**config.mk**
```make
export PLATFORM = sky130hd
export DESIGN_NAME = rh_byte_mem
export DESIGN_NICKNAME = d
export VERILOG_FILES = /design/src/rtl/rh_pkg.sv /design/src/rtl/rh_byte_mem.sv
export SDC_FILE = /design/constraint.sdc
export NUM_CORES = 2
export LEC_CHECK = 0
export BUFFER_PORTS_ARGS = -buffer_cell sky130_fd_sc_hd__clkbuf_2
export CORE_MARGIN = 2
export CORE_UTILIZATION = 57
export CTS_CLUSTER_DIAMETER = 150
export DETAILED_ROUTE_END_ITERATION = 8
export GPL_TIMING_DRIVEN = 0
export HOLD_SLACK_MARGIN = 0.1
export PLACE_DENSITY = 0.76
export SLEW_MARGIN = 20
export SYNTH_ARGS = -nofsm -noshare
export SYNTH_HDL_FRONTEND = slang
export SYNTH_SLANG_ARGS = --single-unit
```
**constraint.sdc**
```tcl
create_clock -name clk -period 2.04 [get_ports clk]
set_clock_uncertainty 0.1 [all_clocks]
set_input_delay 0.204 -clock clk [delete_from_list [all_inputs] [get_ports clk]]
set_output_delay 0.204 -clock clk [all_outputs]
set_load 0.01 [all_outputs]
```
**src/rtl/rh_pkg.sv**
```systemverilog
`default_nettype none

package rh_pkg;

	localparam int DEF_MAX_PATTERN = 256;
	localparam int DEF_MAX_TEXT    = 4096;

	localparam int BYTE_W  = 8;
	localparam int HASH_W  = 9;
	localparam int Q_W     = 8;
	localparam int LEN_W   = 9;
	localparam int START_W = 12;

	// dividend of the remainder unit: (hash - old*power)*256 + byte fits in 26 bits
	localparam int DIV_W     = 26;
	localparam int MOD_STEPS = DIV_W / 2;
	localparam int MOD_CNT_W = $clog2(MOD_STEPS + 1);

	localparam int CFG_IDX_W  = 1;
	localparam int CFG_DATA_W = 9;

	localparam logic [CFG_IDX_W-1:0] REG_MODULUS        = 1'b0;
	localparam logic [CFG_IDX_W-1:0] REG_PATTERN_LENGTH = 1'b1;

	localparam logic [Q_W-1:0]   RESET_MODULUS        = 8'd101;
	localparam logic [LEN_W-1:0] RESET_PATTERN_LENGTH = 9'd4;

	localparam logic OP_PATTERN = 1'b0;
	localparam logic OP_TEXT    = 1'b1;

	typedef enum logic [3:0] {
		ST_IDLE,
		ST_P_CHECK,
		ST_P_POW,
		ST_P_HASH,
		ST_T_CHECK,
		ST_T_READ,
		ST_T_ROLL,
		ST_T_HASH,
		ST_V_INIT,
		ST_VERIFY,
		ST_EMIT
	} st_t;

	typedef struct packed {
		logic                    start;
		logic signed [DIV_W-1:0] dividend;
	} mod_req_t;

	typedef struct packed {
		logic                     done;
		logic signed [HASH_W-1:0] rem;
	} mod_rsp_t;

endpackage

`default_nettype wire

```
**src/rtl/rh_byte_mem.sv**
```systemverilog
`default_nettype none

module rh_byte_mem #(
	parameter int DEPTH = rh_pkg::DEF_MAX_PATTERN,
	parameter int AW    = $clog2(rh_pkg::DEF_MAX_PATTERN)
) (
	input  logic                      clk,
	input  logic                      we,
	input  logic [AW-1:0]             waddr,
	input  logic [rh_pkg::BYTE_W-1:0] wdata,
	input  logic [AW-1:0]             raddr,
	output logic [rh_pkg::BYTE_W-1:0] rdata
);
	import rh_pkg::*;

	logic [BYTE_W-1:0] mem [DEPTH];

	always_ff @(posedge clk) begin
		if (we) begin
			mem[waddr] <= wdata;
		end
	end

	always_ff @(posedge clk) begin
		rdata <= mem[raddr];
	end

endmodule

`default_nettype wire

```
==> run_results.csv <==
group,metric,value,unit
critical_path,reg2reg_from,"mem[6][0]",
floorplanning,ioPinCount,34,
floorplanning,die_w,377.6,µm
sta,final_hold_viol_count,0,
critical_path,crit_slowest_cell,"nor4_4",
sta,fmax,374.5,MHz
sta,tightest_slew,1.195,ns
run_status,outcome,"finished, violations left",
place,dp_hpwl,150900,µm
place,gp_congestion,0.9725,
sta,finalCritPeriodShare,130.9,%
synthesis,postSynth.asyncResetShare,0,%
grt,grt_pass1_vias,42220,
grt,grtUsageTotal,33.43,%
sta,setup_ws,-0.6303,ns
floorplanning,die_area,0.1426,mm²
route,initialDrtViolationCount,8030,
route,antenna_left,0,
floorplanning,fp-row-count,137,
sta,slew_viol_final,0,
route,route.detailed.drc,0,
critical_path,critPathMaxFanout,10,
synthesis,yosysWarnings,0,
critical_path,path_cells,"buf_2, buf_6, buf_4, buf_4, mux4_2, a22oi_1, a21oi_1, nor4_4, nor4_4",
pwr,p_leak,28.23,nW
synthesis,synth_cells,3733,
critical_path,start_kind,"primary input",
sta,setup_viol,155,
clocking,htree_num_levels,4,
critical_path,crit_required,2.62,ns
pwr,vdd_drop_max,864.8,µV
hold_path,min-delay-start,"waddr[5]",
synthesis,synth_cell_type_count,55,
clocking,cts_buffer_depth,3,
grt,antenna_found_initial,13,
grt,gr-total-overflow,0,
clocking,clkSinkCount,2056,
job,max_cap_violations,0,
clocking,cts_tree,"done",
grt,grt_max_degree,113,
route,drt-pass1-iter-count,8,
synthesis,seq_area_frac_synth,77.50,%
critical_path,worstSetupPathType,"in2reg",
clocking,path_clk_slew,0.06,ns
clocking,root_buffer,"clkbuf_16",
sta,hold_slack,0.1346,ns
run_status,violations,"setup timing",
place,place_inst,5658,
critical_path,critical_path.top_delay_family,"buffers and inverters",
route,vias,43170,
clocking,insertion_delay,0.86,ns
route,finalWirelength,236200,µm
pwr,power_density,959.8,mW/mm²
critical_path,end_kind,"flip-flop",
floorplanning,die_h,377.6,µm
critical_path,crit_buf_inv,4,
clocking,cts_buffers,197,
critical_path,arrival,3.25,ns
critical_path,crit_start,"raddr[1]",
synthesis,syn_area,0.07956,mm²
layout,final_cell_mix,"2048 x edfxtp_1, 454 x mux4_2, 197 x clkbuf_16",
layout,drive_gt1_share,30.91,%
sta,timing.final.crit_period,2.670,ns
grt,grt_pass1_wl,324500,µm
hold_path,hold_path_class,"in2reg",
layout,fin_nets,4031,
sta,grt_setup_unrepaired,"true",
sta,max_slew_margin,20.06,%
synthesis,avgSynthCellArea,21.31,µm²
floorplanning,core_area,0.1390,mm²
synthesis,synth_enable_flop_cells,2048,
synthesis,synthesis.nets,3759,
layout,fin_util,66.21,%
layout,fin_cells,6064,
layout,area_growth_syn_to_layout,15.69,%
layout,final_common_cell,"edfxtp_1",
route,wl_per_cell,38.95,µm
route,drt-vias-per-instance,7.119,
synthesis,ys_seq_elements,2056,
synthesis,synthFlopType,"edfxtp_1",
critical_path,cpPeakStageDelay,0.67,ns
floorplanning,start_util,57.23,%
place,port_buffers,26,
## what timing repair did
| action | CTS | global route |
|---|---|---|
| pin swaps | 23 | 21 |
| setup endpoints to repair | 1282 | 704 |
| endpoints found under the hold margin | 770 | 75 |
| hold buffers | 14 | 8 |
| gates resized for setup | 477 | 127 |
| setup buffers | 4 | 0 |
## cells in the mapped netlist (all sizes together), types with 28 or more instances
master,number,share of area (%)
a21oi,96,0.60
mux4,456,13
o22ai,28,0.22
nand2,33,0.16
buf,122,1.3
nor2,282,1.3
clkbuf,111,0.52
nand3,34,0.21
o221ai,47,0.53
edfxtp,2048,77
a22oi,133,1.3
nor2b,31,0.24
mux2i,134,1.7
## metal layers
layer	up-vias	GRT usage [%]	share of wire (%)
li1	16310	-	-
met1	22000	43.40	33
met2	4029	48.48	45
met3	818	13.03	16
met4	14	19.25	6.7
met5	-	0	0.044
## sequential cells by signal, indices dropped and copies added, names as in the netlist
name	count
rdata	8
mem	2048
## per-stage QoR
step	TNS, ns	cell area [µm²]	setup WS, ns	power, mW
after global placement	-7917.21	82350	-3.232	52.30
after CTS	-10.47	91530	-0.4523	87.93
final	-8.695	92040	-0.6303	88.34
after global routing	-4.596	92010	-0.5201	89.90
after floorplan	-57.73	79870	-0.08283	49.84
after detailed placement	-2007.98	83100	-2.806	52.29
## area by class of cell
class                           instances  area [µm²]
Antenna cell                           12       30.03
Buffer                                231        2019
Clock buffer                          240        5101
Clock inverter                        130        1276
Fill cell                            8439       46980
Inverter                                2       8.758
Multi-Input combinational cell       1442       18500
Sequential cell                      2056       61660
Tap cell                             1876        2347
Timing Repair Buffer                   75        1096
## final timing paths
kind | endpoint | slack [ns] | cells past startpoint
max | rdata[0] | -0.63 | 9
min | mem[179][5] | 0.13 | 3
max reg2reg | rdata[0] | -0.60 | 5
min reg2reg | rdata[1] | 1.24 | 6
## worst reg2reg max path, delay by kind of cell (launching register included)
family	cells	cell delay [ns]
simple gates	2	0.86
compound gates	2	0.59
mux	1	0.52
flops	1	0.39
## logic make-up (layout without fill, tap and decap cells)
logic type,after synthesis,after routing,synth area share (%)
other,0,12,0
buffers and inverters,235,678,1.831
AOI/OAI and AO/OA,385,385,3.419
and+or+nand+nor,466,466,2.628
DFF,2056,2056,77.50
muxes,591,591,14.62
## power by group
| part | internal, mW | total, mW | leakage [nW] | switching [mW] |
|---|---|---|---|---|
| sequential | 46.6 | 46.6 | 18.5 | 0.0316 |
| clock | 20.0 | 36.2 | 3.08 | 16.2 |
| combinational | 1.80 | 5.52 | 6.68 | 3.72 |
No activity file was read; power rests on OpenSTA's default activity.
