### config.mk
export PLATFORM = sky130hd
export DESIGN_NAME = rh_mod_unit
export DESIGN_NICKNAME = d
export VERILOG_FILES = /design/src/rtl/rh_pkg.sv /design/src/rtl/rh_mod_unit.sv
export SDC_FILE = /design/constraint.sdc
export NUM_CORES = 1
export LEC_CHECK = 0
export BUFFER_PORTS_ARGS = -buffer_cell sky130_fd_sc_hd__clkbuf_2
export CAP_MARGIN = 25
export CORE_MARGIN = 2
export CORE_UTILIZATION = 58
export CTS_CLUSTER_SIZE = 10
export DETAILED_ROUTE_END_ITERATION = 12
export PLACE_DENSITY = 0.81
export SYNTH_ARGS = -nofsm -noshare
export SYNTH_HDL_FRONTEND = slang
export SYNTH_SLANG_ARGS = --single-unit
### constraint.sdc
create_clock -name clk -period 5.6 [get_ports clk]
set_clock_uncertainty 0.05 [all_clocks]
set_input_delay 0.84 -clock clk [delete_from_list [all_inputs] [get_ports clk]]
set_output_delay 0.84 -clock clk [all_outputs]
set_load 0.02 [all_outputs]
### src/rtl/rh_pkg.sv
`default_nettype none

package rh_pkg;

	localparam int DEF_MAX_PATTERN = 256;
	localparam int DEF_MAX_TEXT    = 4096;

	localparam int BYTE_W  = 8;
	localparam int HASH_W  = 9;
	localparam int Q_W     = 8;
	localparam int LEN_W   = 9;
	localparam int START_W = 12;

	// dividend of the remainder unit: (hash - old*power)*256 + byte fits in 26 bits
	localparam int DIV_W     = 26;
	localparam int MOD_STEPS = DIV_W / 2;
	localparam int MOD_CNT_W = $clog2(MOD_STEPS + 1);

	localparam int CFG_IDX_W  = 1;
	localparam int CFG_DATA_W = 9;

	localparam logic [CFG_IDX_W-1:0] REG_MODULUS        = 1'b0;
	localparam logic [CFG_IDX_W-1:0] REG_PATTERN_LENGTH = 1'b1;

	localparam logic [Q_W-1:0]   RESET_MODULUS        = 8'd101;
	localparam logic [LEN_W-1:0] RESET_PATTERN_LENGTH = 9'd4;

	localparam logic OP_PATTERN = 1'b0;
	localparam logic OP_TEXT    = 1'b1;

	typedef enum logic [3:0] {
		ST_IDLE,
		ST_P_CHECK,
		ST_P_POW,
		ST_P_HASH,
		ST_T_CHECK,
		ST_T_READ,
		ST_T_ROLL,
		ST_T_HASH,
		ST_V_INIT,
		ST_VERIFY,
		ST_EMIT
	} st_t;

	typedef struct packed {
		logic                    start;
		logic signed [DIV_W-1:0] dividend;
	} mod_req_t;

	typedef struct packed {
		logic                     done;
		logic signed [HASH_W-1:0] rem;
	} mod_rsp_t;

endpackage

`default_nettype wire

### src/rtl/rh_mod_unit.sv
`default_nettype none

// Truncating signed remainder by q, two quotient bits per cycle.
module rh_mod_unit (
	input  logic                      clk,
	input  logic                      arst_n,
	input  rh_pkg::mod_req_t          req,
	input  logic [rh_pkg::Q_W-1:0]    q,
	output rh_pkg::mod_rsp_t          rsp
);
	import rh_pkg::*;

	logic [MOD_CNT_W-1:0] cnt_q;
	logic                 done_q;
	logic                 neg_q;
	logic [DIV_W-1:0]     mag_q;
	logic [Q_W-1:0]       r_q;

	logic [DIV_W-1:0]     mag_in;
	logic [Q_W:0]         t1;
	logic [Q_W:0]         t2;
	logic [Q_W-1:0]       r1;
	logic [Q_W-1:0]       r2;
	logic signed [HASH_W-1:0] rem_pos;

	assign mag_in = req.dividend[DIV_W-1] ? (~req.dividend + 1'b1) : req.dividend;

	always_comb begin
		t1 = {r_q, mag_q[DIV_W-1]};
		if (t1 >= {1'b0, q}) begin
			t1 = t1 - {1'b0, q};
		end
		r1 = t1[Q_W-1:0];
		t2 = {r1, mag_q[DIV_W-2]};
		if (t2 >= {1'b0, q}) begin
			t2 = t2 - {1'b0, q};
		end
		r2 = t2[Q_W-1:0];
	end

	always_ff @(posedge clk or negedge arst_n) begin
		if (!arst_n) begin
			cnt_q  <= '0;
			done_q <= 1'b0;
		end else if (req.start) begin
			cnt_q  <= MOD_CNT_W'(MOD_STEPS);
			done_q <= 1'b0;
		end else begin
			done_q <= (cnt_q == MOD_CNT_W'(1));
			if (cnt_q != '0) begin
				cnt_q <= cnt_q - 1'b1;
			end
		end
	end

	always_ff @(posedge clk) begin
		if (req.start) begin
			neg_q <= req.dividend[DIV_W-1];
			mag_q <= mag_in;
			r_q   <= '0;
		end else if (cnt_q != '0) begin
			mag_q <= mag_q << 2;
			r_q   <= r2;
		end
	end

	assign rem_pos  = $signed({1'b0, r_q});
	assign rsp.done = done_q;
	assign rsp.rem  = neg_q ? -rem_pos : rem_pos;

endmodule

`default_nettype wire

==> impl_metrics.xml <==
<?xml version="1.0" encoding="UTF-8"?>
<metrics>
  <group name="sta">
    <metric name="final-hold-violation-count" unit="">0</metric>
    <metric name="worst_slew_margin_rel" unit="%">35.4</metric>
    <metric name="final_layout_setup_total_negative_slack" unit="ns">0</metric>
    <metric name="setup-violations-final" unit="">0</metric>
    <metric name="timing.final.crit_share" unit="%">85.6</metric>
    <metric name="worst_pin_slew" unit="ns">0.968</metric>
    <metric name="post-route-min-period" unit="ns">4.80</metric>
    <metric name="max_freq" unit="MHz">209</metric>
    <metric name="report.final.slew_viol_count" unit="">0</metric>
    <metric name="postLayoutSetupSlackWorst" unit="ns">0.804</metric>
    <metric name="grt_setup_unrepaired" unit="">false</metric>
  </group>
  <group name="floorplan">
    <metric name="die_height" unit="µm">79.9</metric>
    <metric name="floorplan.die_area" unit="µm²">6380</metric>
    <metric name="die_x" unit="µm">79.9</metric>
    <metric name="core-area" unit="µm²">5540</metric>
    <metric name="pin_count" unit="">47</metric>
    <metric name="initial_utilization" unit="%">60.3</metric>
    <metric name="placementRows" unit="">27</metric>
  </group>
  <group name="logic_synthesis">
    <metric name="synth-warning-count" unit="">0</metric>
    <metric name="synth-edff-count" unit="">27</metric>
    <metric name="synth_seq_area_share" unit="%">32.8</metric>
    <metric name="post_synthesis_mean_instance_area" unit="µm²">9.02</metric>
    <metric name="netlist-cell-type-count" unit="">60</metric>
    <metric name="mappedNetlistArea" unit="µm²">3340</metric>
    <metric name="ys_top_cells_by_area" unit="">sky130_fd_sc_hd__edfxtp_1 24%, sky130_fd_sc_hd__ha_1 7.9%, sky130_fd_sc_hd__xor2_1 5.2%</metric>
    <metric name="postSynth.topFlopCell" unit="">sky130_fd_sc_hd__edfxtp_1</metric>
    <metric name="synthesized_instance_count" unit="">370</metric>
    <metric name="ys_seq_elements" unit="">40</metric>
    <metric name="synth.most_common_cell" unit="">sky130_fd_sc_hd__nor2_1</metric>
    <metric name="syn_nets" unit="">430</metric>
    <metric name="yosys.area.top_type_share" unit="%">24.3</metric>
    <metric name="synth_commonest_cells" unit="">32 x sky130_fd_sc_hd__nor2_1, 27 x sky130_fd_sc_hd__a21oi_1, 27 x sky130_fd_sc_hd__edfxtp_1</metric>
    <metric name="synth_top_area_cell" unit="">sky130_fd_sc_hd__edfxtp_1</metric>
    <metric name="asyncSetResetFlopFracSynth" unit="%">12.5</metric>
  </group>
  <group name="detailed_routing">
    <metric name="detail_route.first_pass.iterations" unit="">4</metric>
    <metric name="post-route-drc-count" unit="">0</metric>
    <metric name="antenna_violating_nets_post_route" unit="">0</metric>
    <metric name="routed-via-count" unit="">2881</metric>
    <metric name="routed_wirelength" unit="µm">7600</metric>
    <metric name="wl_per_instance" unit="µm">16.0</metric>
    <metric name="viasPerCell" unit="">6.05</metric>
    <metric name="drt_first_iter_violations" unit="">185</metric>
  </group>
  <group name="cells_and_area">
    <metric name="drive_above_1_share" unit="%">18.6</metric>
    <metric name="postLayoutCoreUtil" unit="%">66.8</metric>
    <metric name="area_delta_synth_final" unit="%">10.9</metric>
    <metric name="num-nets-final" unit="">463</metric>
    <metric name="num-fill-cells" unit="">466</metric>
    <metric name="antenna-diode-count" unit="">0</metric>
  </group>
  <group name="global_routing">
    <metric name="grtUsageTotal" unit="%">24.9</metric>
    <metric name="first_global_vias" unit="">2710</metric>
    <metric name="first_pass_grt_wire_length" unit="µm">12400</metric>
    <metric name="pin_count_of_the_biggest_net_entering_global_routing" unit="">53</metric>
    <metric name="grt_antenna_before_repair" unit="">0</metric>
    <metric name="gr-total-overflow" unit="">0</metric>
  </group>
  <group name="placed_design">
    <metric name="port-buffer-count" unit="">46</metric>
    <metric name="detailedPlacementHpwl" unit="µm">5860</metric>
    <metric name="placement.setup.worst_slack" unit="ns">0.610</metric>
    <metric name="globalplace.congestion" unit="">0.940</metric>
  </group>
  <group name="hold_path">
    <metric name="timing.hold.worst.class" unit="">in2async</metric>
  </group>
  <group name="setup_path">
    <metric name="crit_slowest_cell" unit="">sky130_fd_sc_hd__o311ai_0</metric>
    <metric name="critical_path_arrival" unit="ns">4.89</metric>
    <metric name="critPathCaptureType" unit="">flop</metric>
    <metric name="crit_top_cell" unit="">sky130_fd_sc_hd__ha_1</metric>
    <metric name="critical_path_required" unit="ns">5.70</metric>
    <metric name="critical_path_peak_fanout" unit="">8</metric>
    <metric name="worstPathCellList" unit="">clkbuf_2, inv_1, ha_1, a21o_1, a211oi_1, o21a_1, mux2i_1, ha_1, nor2b_1, o31a_1, o311ai_0, o211a_1, and2_1, o221ai_1</metric>
    <metric name="startpoint_type" unit="">input pin</metric>
    <metric name="critical_path_class" unit="">in2reg</metric>
    <metric name="critical_path_max_stage_delay" unit="ns">0.62</metric>
  </group>
  <group name="pwr">
    <metric name="worst_ir_drop_vdd" unit="mV">0.273</metric>
    <metric name="cellPowerDensity" unit="nW/µm²">417</metric>
    <metric name="p_leak" unit="nW">1.55</metric>
    <metric name="fin_total_pwr" unit="mW">1.54</metric>
  </group>
  <group name="flow_run">
    <metric name="timing.max_cap.violations" unit="">0</metric>
  </group>
  <group name="cts">
    <metric name="number_of_sinks_handled_by_clock_tree_synthesis" unit="">40</metric>
    <metric name="cts_hold_buffers" unit="">0</metric>
    <metric name="cts_made_buffers" unit="">5</metric>
    <metric name="worst_skew_pair.late_latency" unit="ns">0.30</metric>
    <metric name="cts_resized" unit="">0</metric>
    <metric name="clock-root-buffer" unit="">sky130_fd_sc_hd__clkbuf_8</metric>
    <metric name="tritoncts" unit="">built</metric>
    <metric name="cts_setup_buffers" unit="">0</metric>
    <metric name="h_tree_level_count" unit="">2</metric>
    <metric name="ctsLongestPathBuffers" unit="">2</metric>
    <metric name="clk_pin_slew" unit="ns">0.07</metric>
  </group>
  <group name="status">
    <metric name="status" unit="">finished, final reports clean</metric>
  </group>
</metrics>
## worst max-delay path, delay by kind of cell
family | cells | cell delay [ns]
buffers and inverters | 2 | 0.13
muxes | 1 | 0.36
and+or+nand+nor | 2 | 0.47
adders and majority gates | 2 | 0.69
AOI/OAI and AO/OA | 7 | 2.40
## sequential cells by signal (all words and copies together), names as in the netlist
signal,flops
cnt_q,4
done_q,1
mag_q,26
neg_q,1
r_q,8
## path summary, 6_finish.rpt
path / cells past startpoint / slack [ns] / startpoint / endpoint
setup / recovery: 14 / 0.80 / q[6] / r_q[1]$_SDFFE_PP0P_
hold / removal: 1 / 0.30 / arst_n / cnt_q[2]$_DFFE_PN0P_
setup reg to reg: 12 / 1.03 / r_q[5]$_SDFFE_PP0P_ / r_q[1]$_SDFFE_PP0P_
hold reg to reg: 1 / 0.48 / cnt_q[0]$_DFFE_PN0P_ / cnt_q[0]$_DFFE_PN0P_
max in group asynchronous: 1 / 5.07 / arst_n / cnt_q[0]$_DFFE_PN0P_
min in group clk: 1 / 0.48 / cnt_q[0]$_DFFE_PN0P_ / cnt_q[0]$_DFFE_PN0P_
## routing by layer
layer,vias up,global-route usage (%),part of all wire (%)
met5,-,0,0
met4,0,7.29,1.9
met3,15,5.20,4.7
met2,74,40.6,48
met1,1367,33.5,45
li1,1425,-,-
## report_power, final
part	switching, mW	total (mW)	internal (mW)
logic	0.511	0.881	0.370
registers	0.0457	0.415	0.369
clock network	0.103	0.249	0.146
## cells in the final DEF, fill, tap and decap left out, types with 3 or more instances in the layout
master,n
sky130_fd_sc_hd__xor2_1,20
sky130_fd_sc_hd__o211ai_1,10
sky130_fd_sc_hd__nand2_1,25
sky130_fd_sc_hd__xnor2_1,15
sky130_fd_sc_hd__dfrtp_1,5
sky130_fd_sc_hd__nand4_1,11
sky130_fd_sc_hd__o21a_1,5
sky130_fd_sc_hd__and2_1,5
sky130_fd_sc_hd__clkbuf_2,46
sky130_fd_sc_hd__nor2b_1,6
sky130_fd_sc_hd__o41ai_1,4
sky130_fd_sc_hd__mux2i_1,4
sky130_fd_sc_hd__nand3_1,3
sky130_fd_sc_hd__mux2_2,6
sky130_fd_sc_hd__inv_1,23
sky130_fd_sc_hd__a21o_1,6
sky130_fd_sc_hd__or3_1,7
sky130_fd_sc_hd__nand2b_1,4
sky130_fd_sc_hd__nor3_1,8
sky130_fd_sc_hd__a21oi_1,27
sky130_fd_sc_hd__a211oi_1,4
sky130_fd_sc_hd__or4_1,3
sky130_fd_sc_hd__edfxtp_1,27
sky130_fd_sc_hd__nor2_1,32
sky130_fd_sc_hd__nor3b_1,4
sky130_fd_sc_hd__clkbuf_8,6
sky130_fd_sc_hd__o31ai_1,9
sky130_fd_sc_hd__ha_1,21
sky130_fd_sc_hd__o21ai_0,12
sky130_fd_sc_hd__dfxtp_1,8
## cell families (layout without fill, tap and decap cells)
logic type	Yosys count	in the layout	share of synthesized area (%)
AO/OA/AOI/OAI	100	100	21.3
buffers and inverters	44	78	5.70
flip-flops	40	40	32.8
XOR/XNOR	35	35	9.18
adder cells (fa/ha/maj)	23	23	9.07
multiplexers	11	11	3.67
AND/OR/NAND/NOR	117	117	18.3
## stage by stage
step | area, µm² | instances | hold slack, ns
finish | 3700 | 476 | 0.304
global route | 3700 | 476 | 0.303
CTS | 3700 | 476 | 0.297
detailed placement | 3580 | 468 | 0.467
global placement | 3550 | 467 | 0.457
floorplan | 3340 | 370 | 0.426
## area by class of cell
type / count / area [µm²] / share of cell area (%)
timing repair buffer: 47 / 258 / 6.96
clock buffer: 6 / 82.6 / 2.23
multi-input combinational: 286 / 2050 / 55.4
clock inverter: 2 / 38.8 / 1.05
tap: 72 / 90.1 / 2.43
inverter: 23 / 86.3 / 2.33
sequential: 40 / 1100 / 29.6
Power figures use the tool's default switching activity.
